==> src/rtl/pss_pkg.sv <==
// Package for the periodic stream scheduler: item types, op and status codes.
// No dependencies.
package pss_pkg;

	localparam int unsigned MAX_ID = 15;
	localparam logic [7:0] PENDING_MAX = 8'd255;

	typedef enum logic [2:0] {
		OP_ADD = 3'd0, OP_REMOVE = 3'd1, OP_QUERY = 3'd2, OP_LIST = 3'd3,
		OP_TICK = 3'd4, OP_POLL = 3'd5, OP_STOP = 3'd6, OP_NONE = 3'd7
	} op_t;

	typedef enum logic [3:0] {
		ST_OK = 4'd0, ST_UNKNOWN = 4'd1, ST_NOT_STREAMABLE = 4'd2, ST_ID_ZERO = 4'd3,
		ST_ID_INVALID = 4'd4, ST_IN_USE = 4'd5, ST_FULL = 4'd6, ST_MISMATCH = 4'd7,
		ST_NOT_FOUND = 4'd8
	} status_t;

	localparam logic CFG_STREAMABLE = 1'b0;
	localparam logic CFG_COUNT = 1'b1;

	typedef struct packed {
		logic [2:0]  command;
		logic [7:0]  sid;
		logic [15:0] period;
		logic [3:0]  command_index;
	} req_t;

	typedef struct packed {
		logic [3:0]  status;
		logic [15:0] active_mask;
		logic [15:0] found_period;
		logic [3:0]  found_command;
		logic        fired;
		logic [3:0]  fired_stream;
		logic [3:0]  fired_command;
	} rsp_t;

endpackage

==> src/rtl/periodic_stream_scheduler_top.sv <==
// Periodic stream scheduler top level: table, sequencer and config registers.
// Depends on pss_pkg.
//
//  channel | signals                          | accepted when
//  req     | start, busy, req                 | start && !busy
//  rsp     | done, rsp                        | done (one cycle, no stall)
//  cfg     | cfg_valid, cfg_ready, cfg_index, cfg_data | cfg_valid && cfg_ready
//
// Each item walks the table one entry per cycle through a single entry
// unit, for every op (add finds the sync countdown and the free slot in
// the same pass). Result is shown for one cycle with done.
// Reset clears every table field in flip-flops at once.
// The receiver cannot stall; busy is high from accept until the done cycle.
module periodic_stream_scheduler_top #(
	parameter int TABLE_DEPTH = 12
) (
	input  logic             clk,
	input  logic             arst_n,
	input  logic             start,
	output logic             busy,
	input  pss_pkg::req_t    req,
	output logic             done,
	output pss_pkg::rsp_t    rsp,
	input  logic             cfg_valid,
	output logic             cfg_ready,
	input  logic             cfg_index,
	input  logic [15:0]      cfg_data
);

	localparam int IW = (TABLE_DEPTH > 1) ? $clog2(TABLE_DEPTH) : 1;
	localparam logic [IW-1:0] LAST = IW'(TABLE_DEPTH - 1);

	typedef enum logic [2:0] {
		S_IDLE = 3'b001, S_WALK = 3'b010, S_FIN = 3'b100
	} state_t;

	state_t state_q;
	logic [IW-1:0] idx_q;
	pss_pkg::req_t req_q;
	logic [15:0] mask_q;
	logic [4:0]  count_q;

	logic [3:0]  id_q [TABLE_DEPTH];
	logic [3:0]  cmd_q [TABLE_DEPTH];
	logic [15:0] per_q [TABLE_DEPTH];
	logic [15:0] cd_q [TABLE_DEPTH];
	logic [7:0]  pend_q [TABLE_DEPTH];

	// walk accumulators
	logic          hit_q, free_q, fired_q;
	logic [IW-1:0] hit_idx_q, free_idx_q, fire_idx_q;
	logic [15:0]   sync_cd_q, acc_mask_q;
	logic [15:0]   per_eff;

	logic [3:0]  e_id;
	logic [15:0] e_per, e_cd, cd_dec;
	logic [7:0]  e_pend;
	logic        e_act, e_match;

	pss_pkg::rsp_t rsp_d;

	assign per_eff = (req_q.period == 16'd0) ? 16'd1 : req_q.period;
	assign e_id = id_q[idx_q];
	assign e_per = per_q[idx_q];
	assign e_cd = cd_q[idx_q];
	assign e_pend = pend_q[idx_q];
	assign e_act = e_id != 4'd0;
	assign e_match = e_act && ({4'd0, e_id} == req_q.sid);
	assign cd_dec = e_cd - 16'd1;

	assign busy = state_q != S_IDLE;
	assign cfg_ready = !busy;

	// early status (independent of table): id zero for any op, plus the add checks
	logic [3:0] pre_st;
	always_comb begin
		pre_st = pss_pkg::ST_OK;
		if (req_q.sid == 8'd0) pre_st = pss_pkg::ST_ID_ZERO;
		if (req_q.command == pss_pkg::OP_ADD) begin
			if ({1'b0, req_q.command_index} >= count_q) pre_st = pss_pkg::ST_UNKNOWN;
			else if (!mask_q[req_q.command_index]) pre_st = pss_pkg::ST_NOT_STREAMABLE;
			else if (req_q.sid == 8'd0) pre_st = pss_pkg::ST_ID_ZERO;
			else if (req_q.sid > 8'(pss_pkg::MAX_ID)) pre_st = pss_pkg::ST_ID_INVALID;
		end
	end

	always_comb begin
		rsp_d = '0;
		case (req_q.command)
			pss_pkg::OP_ADD: begin
				if (pre_st != pss_pkg::ST_OK) rsp_d.status = pre_st;
				else if (hit_q) rsp_d.status = pss_pkg::ST_IN_USE;
				else if (!free_q) rsp_d.status = pss_pkg::ST_FULL;
			end
			pss_pkg::OP_REMOVE: begin
				if (pre_st != pss_pkg::ST_OK) rsp_d.status = pre_st;
				else if (!hit_q) rsp_d.status = pss_pkg::ST_NOT_FOUND;
				else if (cmd_q[hit_idx_q] != req_q.command_index)
					rsp_d.status = pss_pkg::ST_MISMATCH;
			end
			pss_pkg::OP_QUERY: begin
				if (pre_st != pss_pkg::ST_OK) rsp_d.status = pre_st;
				else if (!hit_q) rsp_d.status = pss_pkg::ST_NOT_FOUND;
				else begin
					rsp_d.found_period = per_q[hit_idx_q];
					rsp_d.found_command = cmd_q[hit_idx_q];
				end
			end
			pss_pkg::OP_LIST: rsp_d.active_mask = acc_mask_q;
			pss_pkg::OP_POLL: begin
				if (fired_q) begin
					rsp_d.fired = 1'b1;
					rsp_d.fired_stream = id_q[fire_idx_q];
					rsp_d.fired_command = cmd_q[fire_idx_q];
				end
			end
			default: ;
		endcase
	end

	always_ff @(posedge clk or negedge arst_n) begin
		if (!arst_n) begin
			state_q <= S_IDLE;
			done <= 1'b0;
			rsp <= '0;
			req_q <= '0;
			mask_q <= 16'h0108;
			count_q <= 5'd9;
			idx_q <= '0;
			hit_q <= 1'b0;
			free_q <= 1'b0;
			fired_q <= 1'b0;
			hit_idx_q <= '0;
			free_idx_q <= '0;
			fire_idx_q <= '0;
			sync_cd_q <= 16'd0;
			acc_mask_q <= 16'd0;
			for (int i = 0; i < TABLE_DEPTH; i++) begin
				id_q[i] <= 4'd0;
				cmd_q[i] <= 4'd0;
				per_q[i] <= 16'd0;
				cd_q[i] <= 16'd0;
				pend_q[i] <= 8'd0;
			end
		end else begin
			done <= 1'b0;
			case (state_q)
				S_IDLE: begin
					if (cfg_valid) begin
						if (cfg_index == pss_pkg::CFG_STREAMABLE) mask_q <= cfg_data;
						else count_q <= cfg_data[4:0];
					end
					if (start) begin
						req_q <= req;
						idx_q <= '0;
						hit_q <= 1'b0;
						free_q <= 1'b0;
						fired_q <= 1'b0;
						acc_mask_q <= 16'd0;
						hit_idx_q <= '0;
						free_idx_q <= '0;
						fire_idx_q <= '0;
						sync_cd_q <= (req.period == 16'd0) ? 16'd1 : req.period;
						state_q <= S_WALK;
					end
				end
				S_WALK: begin
					if (e_match && !hit_q) begin
						hit_q <= 1'b1;
						hit_idx_q <= idx_q;
					end
					if (!e_act && !free_q) begin
						free_q <= 1'b1;
						free_idx_q <= idx_q;
					end
					if (e_act && e_per == per_eff) sync_cd_q <= e_cd;
					if (e_act) acc_mask_q[e_id] <= 1'b1;
					case (req_q.command)
						pss_pkg::OP_TICK: begin
							if (e_act) begin
								if (cd_dec == 16'd0) begin
									cd_q[idx_q] <= e_per;
									if (e_pend != pss_pkg::PENDING_MAX)
										pend_q[idx_q] <= e_pend + 8'd1;
								end else cd_q[idx_q] <= cd_dec;
							end
						end
						pss_pkg::OP_POLL: begin
							if (!fired_q && e_act && e_pend != 8'd0) begin
								fired_q <= 1'b1;
								fire_idx_q <= idx_q;
								pend_q[idx_q] <= e_pend - 8'd1;
							end
						end
						pss_pkg::OP_STOP: id_q[idx_q] <= 4'd0;
						default: ;
					endcase
					if (idx_q == LAST) state_q <= S_FIN;
					else idx_q <= idx_q + 1'b1;
				end
				S_FIN: begin
					rsp <= rsp_d;
					case (req_q.command)
						pss_pkg::OP_ADD: begin
							if (rsp_d.status == pss_pkg::ST_OK) begin
								id_q[free_idx_q] <= req_q.sid[3:0];
								cmd_q[free_idx_q] <= req_q.command_index;
								per_q[free_idx_q] <= per_eff;
								cd_q[free_idx_q] <= sync_cd_q;
								pend_q[free_idx_q] <= 8'd0;
							end
						end
						pss_pkg::OP_REMOVE: begin
							if (rsp_d.status == pss_pkg::ST_OK) id_q[hit_idx_q] <= 4'd0;
						end
						default: ;
					endcase
					done <= 1'b1;
					state_q <= S_IDLE;
				end
				default: state_q <= S_IDLE;
			endcase
		end
	end

	a_done_once: assert property (@(posedge clk) disable iff (!arst_n) done |=> !done)
		else $error("done held");
	a_done_idle: assert property (@(posedge clk) disable iff (!arst_n) done |-> !busy)
		else $error("done while busy");
	a_walk_end: assert property (@(posedge clk) disable iff (!arst_n)
		(state_q == S_WALK && idx_q == LAST) |=> state_q == S_FIN)
		else $error("walk overrun");

endmodule

==> config.mk <==
export PLATFORM = sky130hd
export DESIGN_NAME = periodic_stream_scheduler_top
export DESIGN_NICKNAME = d
export VERILOG_FILES = /design/src/rtl/pss_pkg.sv /design/src/rtl/periodic_stream_scheduler_top.sv
export SDC_FILE = /design/constraint.sdc
export NUM_CORES = 2
export LEC_CHECK = 0
export BUFFER_PORTS_ARGS = -buffer_cell sky130_fd_sc_hd__clkbuf_2
export CAP_MARGIN = 15
export CORE_UTILIZATION = 30
export DETAILED_ROUTE_END_ITERATION = 6
export PLACE_DENSITY_LB_ADDON = 0.2
export SYNTH_ARGS = -nofsm -noshare
export SYNTH_HDL_FRONTEND = slang
export SYNTH_SLANG_ARGS = --single-unit
==> constraint.sdc <==
create_clock -name clk -period 4.01 [get_ports clk]
set_clock_uncertainty 0.15 [all_clocks]
set_input_delay 0.2005 -clock clk [delete_from_list [all_inputs] [get_ports clk]]
set_output_delay 0.2005 -clock clk [all_outputs]
set_load 0.01 [all_outputs]
==> metrics <==
initial drt markers=2,667; clock slew at reported path FFs=0.06 ns; sequential power share=34.7%; startpoint types=flop; Mapped Cells=3,267; Die X=362 um; register area share after synthesis=47.1%; worst hold slack=0.134 ns; cell mode on critical path=buf_12; Setup-failing EPs final=0; Top Ports=104; combinational share of power=32.2%; RR Startpoint=idx_q[1]$_DFFE_PN0P_; total CTS buffers=89; Reg-to-Reg End=pend_q[51]$_DFFE_PN0P_; DRC viols=0; Slew Limit Headroom=31.9%; PwrDens=515 nW/um2; antenna-violating nets left=0; WL/cell=26.7 um; Cell Int Power=16.4 mW; switching share of power=34.6%; largest net degree at the start of global routing=91; core area=128,000 um2; Final Critical Period=4.00 ns; critical path start-end classification=flop to flop; #FFs+latches synth=732; arrival time at the worst endpoint=4.39 ns; unrepaired setup endpoints after global routing=yes; share of layout cells above drive strength 1=37.0%; Mapped Area=38,900 um2; Max Cap Violations=0; CP Cell Sequence=buf_6 -> buf_12 -> buf_12 -> buf_8 -> mux4_2 -> a22o_1 -> a21oi_2 -> nand4b_1 -> or4_4 -> nor2_4 -> o31ai_4 -> buf_12 -> buf_4 -> o2111ai_4 -> o22ai_1; Post-synth top flop=dfrtp_1; Worst Setup SP=idx_q[1]$_DFFE_PN0P_; # H-tree levels=3; final hold viol count=0; CP Data Required Time=4.40 ns; vias in the first global route=30,296; average vias per placed instance=5.58; DR pass1 iterations=5; mean post-synth cell area=11.9 um2; Worst-Skew Late Latency=0.70 ns; area growth from synthesis to final layout=25.4%; Final Core Density=38.1%; vias=30,267; CTS sink count=732; Syn Nets=3,332; Worst Reg-to-Reg Cells=15; CP peak stage delay=0.67 ns; setup ws final=0.00513 ns; first-pass GRT wire length=214,000 um; switching power total=8.71 mW; Row Count=131; Final GP Congestion=0.877; CP endpoint kind=flop; Fmax=250 MHz; leak pwr=20.9 nW; worst vdd ir=0.428 mV; CTS tree=built; Yosys top cell area share=46.7%; R2R Setup Slk=0.005 ns; async set-reset flop share out of synthesis=100%; die footprint=131,000 um2; Yosys Warn Count=0; GRT Overall Usage=21.9%; pre-CTS WS=-0.238 ns; Critical Path End=pend_q[51]$_DFFE_PN0P_; Final Max Slew Viols=0; maximum root-to-sink buffer count=3; Post-synth EDFFs=0; Die H=362 um; GRT overflow=0; Worst-Margin Slew=1.02 ns; final worst path period share=99.9%; total wire length=145,000 um; synth top area cells=dfrtp_1 (47%), mux2_2 (10%), mux4_2 (10%), mux2i_1 (4.0%), nand2_1 (2.6%); initial antenna violation count=5; Clock power frac=33.0%; fillcell total=12,551; Nets=3,684; slowest cell on the critical path=or4_4; PortBufs=103; Unique masters post-synth=91; hold crit path type=primary input to flop; area leader, netlist=dfrtp_1; Crit Path Max Fanout=13; starting density of the core=30.4%; status=complete, no violations; HPWL Detailed=94,200 um; CTS root buf=clkbuf_16
layout make-up:
cell class | instances | area [um2] | area share [%]
clock buffers | 137 | 2610 | 5.35
repair buffers | 580 | 5480 | 11.2
flip-flops and latches | 732 | 18300 | 37.6
multi-input cells | 2134 | 19600 | 40.1
clock inverters | 28 | 352 | 0.720
well taps | 1729 | 2160 | 4.43
diodes | 1 | 2.50 | 0.00512
inverters | 82 | 308 | 0.630
Yosys cell counts, types with 9 or more instances:
cell and number:
o31ai_1 10, mux2i_1 156, mux4_2 180, a22o_1 97
nand3_1 54, nand4_1 16, o21a_1 60, clkbuf_1 179
and2_1 16, o221ai_1 58, nor2b_1 17, o22ai_1 138
xor2_1 16, buf_4 22, nor2_1 126, nand2_1 268
ha_1 13, o22a_1 23, and3_1 19, a21oi_1 56
a41oi_1 9, o2111a_1 9, a31oi_1 40, nor4_1 14
mux2_2 360, buf_6 11, nor3_1 14, o2bb2ai_1 45
buf_1 25, and4_1 12, inv_1 80, buf_2 82
dfrtp_1 727, o21ai_0 138, xnor2_1 24, a22oi_1 19
power by group through the flow:
stage,Clock (mW),Sequential (mW),Combinational [mW]
floorplan,0,8.41,4.22
global placement,0,8.85,7.14
detailed placement,0,8.85,7.14
CTS,8.49,8.72,7.45
global route,8.76,8.83,8.58
finish,8.31,8.74,8.10
through the flow:
step                TNS [ns]  cells  cell area, um2  power [mW]
CTS                        0   5389           47900        24.7
floorplan                  0   3267           38900        12.6
global placement      -11.00   5149           44100        16.0
finish                     0   5423           48800        25.1
detailed placement    -15.81   5149           44100        16.0
global route           -8.06   5422           48800        26.2
worst max-delay path: cells and delay by family, from the launching register on:
family / cells / cell delay (ns)
muxes: 1 / 0.28
and+or+nand+nor: 3 / 1.03
AOI/OAI and AO/OA: 5 / 0.88
buffers and inverters: 6 / 0.96
DFF: 1 / 0.52
placed cells by master (no fill, tap or decap), types with 14 or more instances in the layout:
cell type	Yosys	routed
dfrtp_1	727	720
mux2_2	360	358
buf_4	22	294
nand2_1	268	264
mux4_2	180	180
mux2i_1	156	150
o21ai_0	138	134
o22ai_1	138	119
nor2_1	126	113
clkbuf_2	0	102
a22o_1	97	97
clkbuf_16	0	94
buf_12	1	81
inv_1	80	80
dlygate4sd3_1	0	69
o21a_1	60	60
o221ai_1	58	55
nand3_1	54	51
a21oi_1	56	47
o2bb2ai_1	45	37
a31oi_1	40	35
clkbuf_1	179	31
buf_6	11	26
o22ai_2	5	24
xnor2_1	24	24
o22a_1	23	23
and3_1	19	19
nand4_1	16	16
xor2_1	16	16
a22oi_1	19	15
clkbuf_8	0	14
how the worst min path moves through the flow:
| stage | depth (start not counted) | slack, ns | to | from |
|---|---|---|---|---|
| CTS | 4 | 0.08 | req_q[1]$_DFFE_PN0P_ | req[1] |
| global route | 4 | 0.14 | req_q[1]$_DFFE_PN0P_ | req[1] |
| floorplan | 0 | -0.25 | acc_mask_q[0]$_DFFE_PN0P_ | arst_n |
| detailed placement | 1 | 0.13 | pend_q[55]$_DFFE_PN0P_ | arst_n |
| finish | 4 | 0.13 | req_q[1]$_DFFE_PN0P_ | req[1] |
| global placement | 1 | 0.13 | pend_q[63]$_DFFE_PN0P_ | arst_n |
logic make-up after synthesis:
logic type	count (synthesis)	synth area share, %
compound gates	792	15.1
fa+ha+maj	14	0.443
buf+inv	402	4.61
simple gates	590	6.95
xor+xnor	40	0.900
mux	697	24.9
flops	732	47.1
sequential cells by signal (all words and copies together) (netlist names), 5 cells and up:
signal,flops
cd_q,192
per_q,192
pend_q,96
rsp,49
cmd_q,48
id_q,48
req_q,31
acc_mask_q,16
mask_q,16
sync_cd_q,16
count_q,5
layer usage:
layer	global-route usage, %	wire length (um)	vias up
li1	-	-	13081
met1	31.4	65900	15980
met2	34.6	66800	1009
met3	2.75	8570	197
met4	6.11	3660	0
met5	0	0	-
what timing repair did:
action	CTS	global route
gates resized for setup	23	139
gates cloned	1	6
hold endpoints to repair	360	0
pin swaps	4	36
hold buffers	69	0
setup endpoints to repair	216	564
setup buffers	5	28
(Power assumes the default switching activity.)
